===== config.mk =====
export PLATFORM = sky130hd
export DESIGN_NAME = bdsn_ctrl
export DESIGN_NICKNAME = d
export VERILOG_FILES = /design/src/rtl/core/bdsn_pkg.sv /design/src/rtl/core/bdsn_ctrl.sv
export SDC_FILE = /design/constraint.sdc
export NUM_CORES = 1
export LEC_CHECK = 0
export BUFFER_PORTS_ARGS = -buffer_cell sky130_fd_sc_hd__buf_2
export CAP_MARGIN = 0
export CORE_ASPECT_RATIO = 0.8
export CORE_MARGIN = 2
export CORE_UTILIZATION = 40
export CTS_CLUSTER_DIAMETER = 150
export CTS_CLUSTER_SIZE = 40
export DETAILED_ROUTE_END_ITERATION = 8
export PLACE_DENSITY = 0.55
export SYNTH_ARGS = -nofsm -noshare
export SYNTH_HDL_FRONTEND = slang
export SYNTH_SLANG_ARGS = --single-unit
export TNS_END_PERCENT = 20

===== constraint.sdc =====
create_clock -name clock -period 5.85 [get_ports clock]
set_input_delay 1.17 -clock clock [delete_from_list [all_inputs] [get_ports clock]]
set_output_delay 1.17 -clock clock [all_outputs]
set_load 0.02 [all_outputs]

===== src/rtl/core/bdsn_pkg.sv =====
// Shared types and constants for the box decode, sort and NMS block.
package bdsn_pkg;

   // Register indexes on the csr port
   localparam logic [7:0] CSR_INV_SCALE = 8'd0;
   localparam logic [7:0] CSR_SCORE_MIN = 8'd1;
   localparam logic [7:0] CSR_IOU_LIMIT = 8'd2;
   localparam logic [7:0] CSR_MAX_BOXES = 8'd3;

   // Register reset values
   localparam logic [15:0] INV_SCALE_RST = 16'd4096;
   localparam logic [15:0] SCORE_MIN_RST = 16'd32768;
   localparam logic [15:0] IOU_LIMIT_RST = 16'd29491;
   localparam logic [6:0]  MAX_BOXES_RST = 7'd10;

   // One stored candidate
   typedef struct packed {
      logic [15:0] score;
      logic [63:0] geom;    // left | top<<16 | width<<32 | height<<48
      logic [63:0] kps_lo;
      logic [63:0] kps_hi;
   } cand_type;

   // Controller to datapath commands
   typedef struct packed {
      logic load_req;      // capture request fields
      logic latch_cand;    // capture scaled candidate
      logic wr_shift;      // move read entry to write address
      logic wr_new;        // write new candidate at write address
      logic wr_kill;       // clear alive bit at write address
      logic latch_boxi;    // capture reference box for NMS
      logic out_load_pend; // hold read entry as pending result
      logic out_emit;      // drive one result transaction
      logic out_valid;
      logic out_last;
      logic out_dropped;
   } dp_cmd_type;

   // Datapath to controller status
   typedef struct packed {
      logic qualify;       // candidate passes threshold and size
      logic rd_score_ge;   // read entry score >= new score
      logic rd_alive;      // alive bit of read entry
      logic suppress;      // IoU compare result
   } dp_sts_type;

endpackage


===== src/rtl/core/bdsn_ctrl.sv =====
// Controller: sequences insertion, suppression sweep and result readout.
module bdsn_ctrl
   import bdsn_pkg::*;
#(
   parameter int MAX_CANDIDATES = 256,
   parameter int IDX_W = 8,
   parameter int CNT_W = 9,
   parameter int K_W = 7
) (
   input  logic             clock,
   input  logic             reset,
   input  logic             start,
   input  logic             req_frame_end,
   input  logic [K_W-1:0]   limit,
   input  dp_sts_type       sts,
   output logic             busy,
   output dp_cmd_type       cmd,
   output logic [IDX_W-1:0] rd_addr,
   output logic [IDX_W-1:0] wr_addr
);

   localparam logic [3:0] ST_IDLE   = 4'd0;
   localparam logic [3:0] ST_MUL    = 4'd1;
   localparam logic [3:0] ST_CAND   = 4'd2;
   localparam logic [3:0] ST_QUAL   = 4'd3;
   localparam logic [3:0] ST_SH_RD  = 4'd4;
   localparam logic [3:0] ST_SH_CMP = 4'd5;
   localparam logic [3:0] ST_WR_NEW = 4'd6;
   localparam logic [3:0] ST_I_RD   = 4'd7;
   localparam logic [3:0] ST_I_CHK  = 4'd8;
   localparam logic [3:0] ST_J_RD   = 4'd9;
   localparam logic [3:0] ST_J_S1   = 4'd10;
   localparam logic [3:0] ST_J_S2   = 4'd11;
   localparam logic [3:0] ST_J_S3   = 4'd12;
   localparam logic [3:0] ST_O_RD   = 4'd13;
   localparam logic [3:0] ST_O_CHK  = 4'd14;
   localparam logic [3:0] ST_O_END  = 4'd15;

   localparam logic [CNT_W-1:0] CNT_FULL = CNT_W'(MAX_CANDIDATES);

   logic [3:0]       state_ff, state_in;
   logic [CNT_W-1:0] cnt_ff, cnt_in, i_ff, i_in, j_ff, j_in, jm1;
   logic [K_W-1:0]   k_ff, k_in;
   logic             pend_ff, pend_in, ovf_ff, ovf_in, fend_ff, fend_in;

   assign jm1 = j_ff - CNT_W'(1);

   always_ff @(posedge clock) begin
      if (reset) begin
         state_ff <= ST_IDLE;
         cnt_ff   <= '0;
         ovf_ff   <= 1'b0;
         fend_ff  <= 1'b0;
         pend_ff  <= 1'b0;
         i_ff     <= '0;
         j_ff     <= '0;
         k_ff     <= '0;
      end else begin
         state_ff <= state_in;
         cnt_ff   <= cnt_in;
         ovf_ff   <= ovf_in;
         fend_ff  <= fend_in;
         pend_ff  <= pend_in;
         i_ff     <= i_in;
         j_ff     <= j_in;
         k_ff     <= k_in;
      end
   end

   assign busy = state_ff != ST_IDLE;

   // Read address follows the loop that owns the port
   always_comb begin
      case (state_ff)
         ST_SH_RD, ST_SH_CMP:                   rd_addr = jm1[IDX_W-1:0];
         ST_J_RD, ST_J_S1, ST_J_S2, ST_J_S3:    rd_addr = j_ff[IDX_W-1:0];
         default:                               rd_addr = i_ff[IDX_W-1:0];
      endcase
   end
   assign wr_addr = j_ff[IDX_W-1:0];

   // Next state and commands
   always_comb begin
      state_in = state_ff;
      cnt_in   = cnt_ff;
      ovf_in   = ovf_ff;
      fend_in  = fend_ff;
      pend_in  = pend_ff;
      i_in     = i_ff;
      j_in     = j_ff;
      k_in     = k_ff;
      cmd      = '0;
      cmd.out_dropped = ovf_ff;

      case (state_ff)
         ST_IDLE: begin
            if (start) begin
               cmd.load_req = 1'b1;
               fend_in      = req_frame_end;
               state_in     = ST_MUL;
            end
         end
         ST_MUL: state_in = ST_CAND;
         ST_CAND: begin
            cmd.latch_cand = 1'b1;
            state_in       = ST_QUAL;
         end
         ST_QUAL: begin
            i_in = '0;
            if (!sts.qualify) begin
               state_in = fend_ff ? ST_I_RD : ST_IDLE;
            end else if (cnt_ff == CNT_FULL) begin
               ovf_in   = 1'b1;
               state_in = fend_ff ? ST_I_RD : ST_IDLE;
            end else begin
               j_in     = cnt_ff;
               state_in = ST_SH_RD;
            end
         end
         // Walk down from the tail, moving lower scores one slot up
         ST_SH_RD: state_in = (j_ff == '0) ? ST_WR_NEW : ST_SH_CMP;
         ST_SH_CMP: begin
            if (sts.rd_score_ge) begin
               state_in = ST_WR_NEW;
            end else begin
               cmd.wr_shift = 1'b1;
               j_in         = jm1;
               state_in     = ST_SH_RD;
            end
         end
         ST_WR_NEW: begin
            cmd.wr_new = 1'b1;
            cnt_in     = cnt_ff + CNT_W'(1);
            state_in   = fend_ff ? ST_I_RD : ST_IDLE;
         end
         // Suppression sweep, outer index i
         ST_I_RD: begin
            if (i_ff >= cnt_ff) begin
               i_in     = '0;
               k_in     = '0;
               pend_in  = 1'b0;
               state_in = ST_O_RD;
            end else begin
               state_in = ST_I_CHK;
            end
         end
         ST_I_CHK: begin
            if (sts.rd_alive) begin
               cmd.latch_boxi = 1'b1;
               j_in           = i_ff + CNT_W'(1);
               state_in       = ST_J_RD;
            end else begin
               i_in     = i_ff + CNT_W'(1);
               state_in = ST_I_RD;
            end
         end
         // Inner index j
         ST_J_RD: begin
            if (j_ff >= cnt_ff) begin
               i_in     = i_ff + CNT_W'(1);
               state_in = ST_I_RD;
            end else begin
               state_in = ST_J_S1;
            end
         end
         ST_J_S1: state_in = ST_J_S2;
         ST_J_S2: state_in = ST_J_S3;
         ST_J_S3: begin
            cmd.wr_kill = sts.rd_alive && sts.suppress;
            j_in        = j_ff + CNT_W'(1);
            state_in    = ST_J_RD;
         end
         // Readout with one pending result so the last one is marked
         ST_O_RD: begin
            if (i_ff >= cnt_ff || k_ff == limit) state_in = ST_O_END;
            else                                 state_in = ST_O_CHK;
         end
         ST_O_CHK: begin
            if (sts.rd_alive) begin
               cmd.out_emit      = pend_ff;
               cmd.out_valid     = 1'b1;
               cmd.out_load_pend = 1'b1;
               pend_in           = 1'b1;
               k_in              = k_ff + K_W'(1);
            end
            i_in     = i_ff + CNT_W'(1);
            state_in = ST_O_RD;
         end
         ST_O_END: begin
            cmd.out_emit  = 1'b1;
            cmd.out_valid = pend_ff;
            cmd.out_last  = 1'b1;
            cnt_in        = '0;
            ovf_in        = 1'b0;
            state_in      = ST_IDLE;
         end
         default: state_in = ST_IDLE;
      endcase
   end

endmodule


=== Yosys cells after proc, flatten, opt, wreduce, memory -nomap -nowiden ===
Index checks and enable logic that the tools add are counted.

* Bits in registers: 41
* Input port bits: 15
* Output and inout bits: 28
* Word-level logic and storage cells: 103

* $add $sub $neg: 5
* $lt $le $gt $ge: 2
* Eq/ne operators: 27
* Mux-type cells: 44
* Reduce and logical (&&, ||, !) cells: 17

{| class="wikitable"
|+ Operators with widths
! cell !! count
|-
| $pmux 4 s16 || 1
|-
| $mux 9 || 7
|-
| $pmux 9 s5 || 1
|-
| $pmux 9 s4 || 1
|-
| $eq 4x4->1 const B || 8
|-
| $add 9x1->9 const B || 3
|-
| $ne 2x2->1 const B || 10
|-
| $ge 9x9->1 || 2
|-
| $pmux 9 s2 || 1
|-
| $eq 4x3->1 const B || 4
|-
| $mux 1 || 16
|-
| $pmux 8 s2 || 1
|-
| $mux 3 || 5
|-
| $mux 7 || 2
|-
| $pmux 7 s2 || 1
|-
| $mux 4 || 3
|-
| $eq 9x9->1 const B || 1
|-
| $logic_not 9->1 || 1
|-
| $sub 9x1->9 const B || 1
|-
| $eq 4x2->1 const B || 2
|-
| $reduce_bool 4->1 || 2
|-
| $add 7x1->7 const B || 1
|-
| $eq 7x7->1 || 1
|-
| $reduce_and 3->1 || 2
|-
| 14 further kinds || 18
|}

=== Longest topological paths before layout ===
* Depth in word-level cells: 4
* Depth in mapped cells: 9
* Depth with buffers taken out: 8

=== Least setup slack after synthesis ===
Ideal clock, no wire load.

* Path type: input-to-output
* Start point: input port sts[1] (netlist bit)
* End point: output port cmd[3] (netlist bit)
* Arrival time: 1968 ps
* Required time: 4680 ps
* Setup slack: 2712 ps
* Stages: 3
* Cell sequence: nand2_1 > clkinv_1 > a21o_1

{| class="wikitable"
|+ RTL lines
! item !! RTL line !! source
|-
| start: declaration || bdsn_ctrl.sv:15 || <nowiki>input dp_sts_type sts,</nowiki>
|-
| end: declaration || bdsn_ctrl.sv:17 || <nowiki>output dp_cmd_type cmd,</nowiki>
|}

=== Final worst setup path ===
* Start point: register state_ff[1]
* End point: output port rd_addr[4]

* Word-level cells in the longest chain between the ends: 3
* Elaborated cells on any way between the ends: 9

{| class="wikitable"
|+ RTL lines
! item !! RTL line !! source
|-
| start: declaration || bdsn_ctrl.sv:41 || <nowiki>logic [3:0] state_ff, state_in;</nowiki>
|-
| start signal: assignment || bdsn_ctrl.sv:59 || <nowiki>state_ff <= state_in;</nowiki>
|-
| $eq 4x4->1 or $eq 4x3->1 (tied branches) || bdsn_ctrl.sv:74 || <nowiki>case (state_ff)</nowiki>
|-
| $reduce_or 4->1 or $reduce_or 2->1 (tied branches) || bdsn_ctrl.sv:74 ||
|-
| $pmux 8 s2 (*) || bdsn_ctrl.sv:74 ||
|-
| end: declaration || bdsn_ctrl.sv:18 || <nowiki>output logic [IDX_W-1:0] rd_addr,</nowiki>
|}

Mark *: on every way between the ends. The rest lies on a longest branch, timed or not.

==> results.toml <==
[outcome]
status = "finished clean"

[floorplanning]
start_util_pct = 41.2
dieWidth_um = 109
core-area_mm2 = 0.00852
fp-row-count = 30
io_pins = 43
chipHeight_um = 87.8
dieArea_mm2 = 0.00956

[synthesis]
yosys.area.top_type = "dfxtp_1"
synthTopCellsByCount = "nand2_1 (48), nor2_1 (46), dfxtp_1 (41)"
yosys-top-cells-area = "dfxtp_1 (23%), ha_1 (8.5%), nand2_1 (5.1%)"
avgSynthCellArea_um2 = 7.51
syn-cell-area_mm2 = 0.00351
synth_edf_count = 0
synthMostInstantiatedCell = "nand2_1"
yosysTopAreaCellShare_pct = 23.4
synth_async_sr_flop_share_pct = 0
synth_nets = 507
yosysWarnings = 0
synthFlopType = "dfxtp_1"
ys_types = 64
ys_seq_area_share_pct = 23.4
ys_seq_elements = 41
synthCells = 468

[critical_path]
path_max_fanout = 23
critPathTopFamily = "flip-flops"
critPathRequiredTime_ns = 4.68
regToRegSetupSlack_ns = 3.18
crit-reg2reg-launch = "state_ff[2]"
worst-path-stages = 6
end_kind = "primary output"
path_buf_inv = 1
critPathSlowestCell = "dfxtp_1"
critPathLaunch = "state_ff[1]"
crit_path_end = "rd_addr[4]"
worstSetupPathType = "flip-flop to primary output"
cp_cell_sequence = "nor2_1 > xnor2_1 > a21oi_1 > a22oi_1 > o31ai_1 > buf_2"
crit_path_start_kind = "flip-flop"
crit_arrival_ns = 2.46
max_stage_delay_ns = 0.85
worst-r2r-cell-count = 6
r2r_end = "i_ff[5]"

[drt]
drt-total-wl_mm = 10.8
antenna_left = 0
first_iter_violations = 325
vias_per_cell = 5.96
wl_per_cell_um = 18.1
drc = 0
dr_total_vias = 3555
dr.pass1.iters = 5

[timing]
fin_ws_ns = 2.22
min_period_over_period_pct = 62.1
post-route-min-period_ns = 3.63
slew_headroom_pct = 37.9
skew_ns = 0.0110
worst_slew_pin_slew_ns = 0.925
finalHoldViolCount = 0
max_freq_ghz = 0.275
setup_viol = 0
slew_violations = 0
tns_ns = 0
rsz0062_at_grt = "false"

[cells_and_area]
fill_cells = 894
fin_nets = 522
n_antenna_cell = 0
post_route_cells_drive_above_1_share_pct = 13.2
synthToLayoutAreaGrowth_pct = 7.30
multi_input_area_mm2 = 0.00243
fin_area_mm2 = 0.00377
ff_latch_area_um2 = 821
stdcell_count = 596

[place]
place_area_mm2 = 0.00368
place.gp.congestion = 0.855
io_buffers = 42
dpl.cell_count = 588
place_ws_ns = 2.51
post-dp-hpwl_mm = 8.14

[min_path]
min_path_type = "flip-flop to flip-flop"

[clock_tree]
cts_max_path_buffers = 2
clk_latency_ns = 0.31
clock_sinks = 41
postCtsSetupRepairBufs = 0
ctsHoldBuffers = 0
post_cts_resized = 0
cts_tree = "done"
htree_levels = 2
cts_root_buffer = "clkbuf_8"
path_clk_slew_ns = 0.10
cts_buffers = 5

[grt]
grtUsageMet2_pct = 32.8
grt_first_pass_wirelength_mm = 17.3
grt_pass1_vias = 3077
use_met3_pct = 3.94
grt_use_met1_pct = 36.5
top_usage_layer = "met1"
grt_max_degree = 31
grt.total_usage_pct = 23.4
antenna_found_initial = 0
overflow = 0

[power_and_ir_drop]
power_uw = 542
p_leak_uw = 0.00148
vdd_drop_max_uv = 77.8
pwr_density_cell_mw_per_mm2 = 144

[job]
drv_cap = 0
how the worst min path moves through the flow:
stage | from | endpoint | slack, ns | cells after the start
floorplan | ovf_ff | ovf_ff | 0.44 | 2
global placement | ovf_ff | ovf_ff | 0.50 | 2
detailed placement | ovf_ff | ovf_ff | 0.50 | 2
CTS | ovf_ff | ovf_ff | 0.52 | 2
global route | ovf_ff | ovf_ff | 0.55 | 2
finish | ovf_ff | ovf_ff | 0.51 | 2
state kept, by name, indices dropped and copies added (netlist names):
register and count:
fend_ff 1, k_ff 7, state_ff 4, cnt_ff 9
i_ff 9, pend_ff 1, ovf_ff 1, j_ff 9
worst min-delay path, stage by stage, from the launching register on:
cell and delay, ns:
dfxtp_1 0.33, nor2_1 0.10, nor2_1 0.04
placed cells by master (no fill, tap or decap), types with 8 or more instances in the layout:
cell type  count
dfxtp_1       41
buf_2         42
xor2_1        10
a211oi_1      11
nor2_1        46
nor2b_1        8
o21ai_0       27
or3_1          8
xnor2_1       16
nand4_1       11
inv_1         17
nand2_1       48
nor3_1        12
nand3_1       14
ha_1          24
a21oi_1       29
stage by stage:
step / hold WS [ns] / util [%]
finish: 0.507 / 44.3
global route: 0.551 / 44.3
CTS: 0.522 / 44.3
detailed placement: 0.499 / 43.2
global placement: 0.500 / 43.2
floorplan: 0.441 / -
cell type report:
cell class	count	share of cell area, %
Clock buffer	5	1.82
Clock inverter	3	0.664
Inverter	19	1.89
Multi-Input combinational cell	374	64.6
Sequential cell	41	21.8
Tap cell	112	3.72
Timing Repair Buffer	42	5.57
where the power goes:
part | leakage [uW] | internal [uW] | switching [uW]
combinational | 0.00111 | 18.2 | 28.9
clock | 0.0000447 | 86.4 | 120
sequential | 0.000331 | 281 | 8.26
total | 0.00148 | 386 | 157
logic make-up after synthesis:
kind of cell	synth area share [%]
AOI/OAI and AO/OA	26.0
xor gates and xnor gates	6.48
adders and majority gates	8.54
buffers and inverters	7.37
DFF	23.4
muxes	1.50
and+or+nand+nor	26.7
layer usage:
metal | share of wire, % | vias up
met5 | 0 | -
met4 | 1.3 | 0
met3 | 6.8 | 13
met2 | 42 | 124
met1 | 50 | 1677
li1 | - | 1741
No activity file was read; power rests on OpenSTA's default activity.
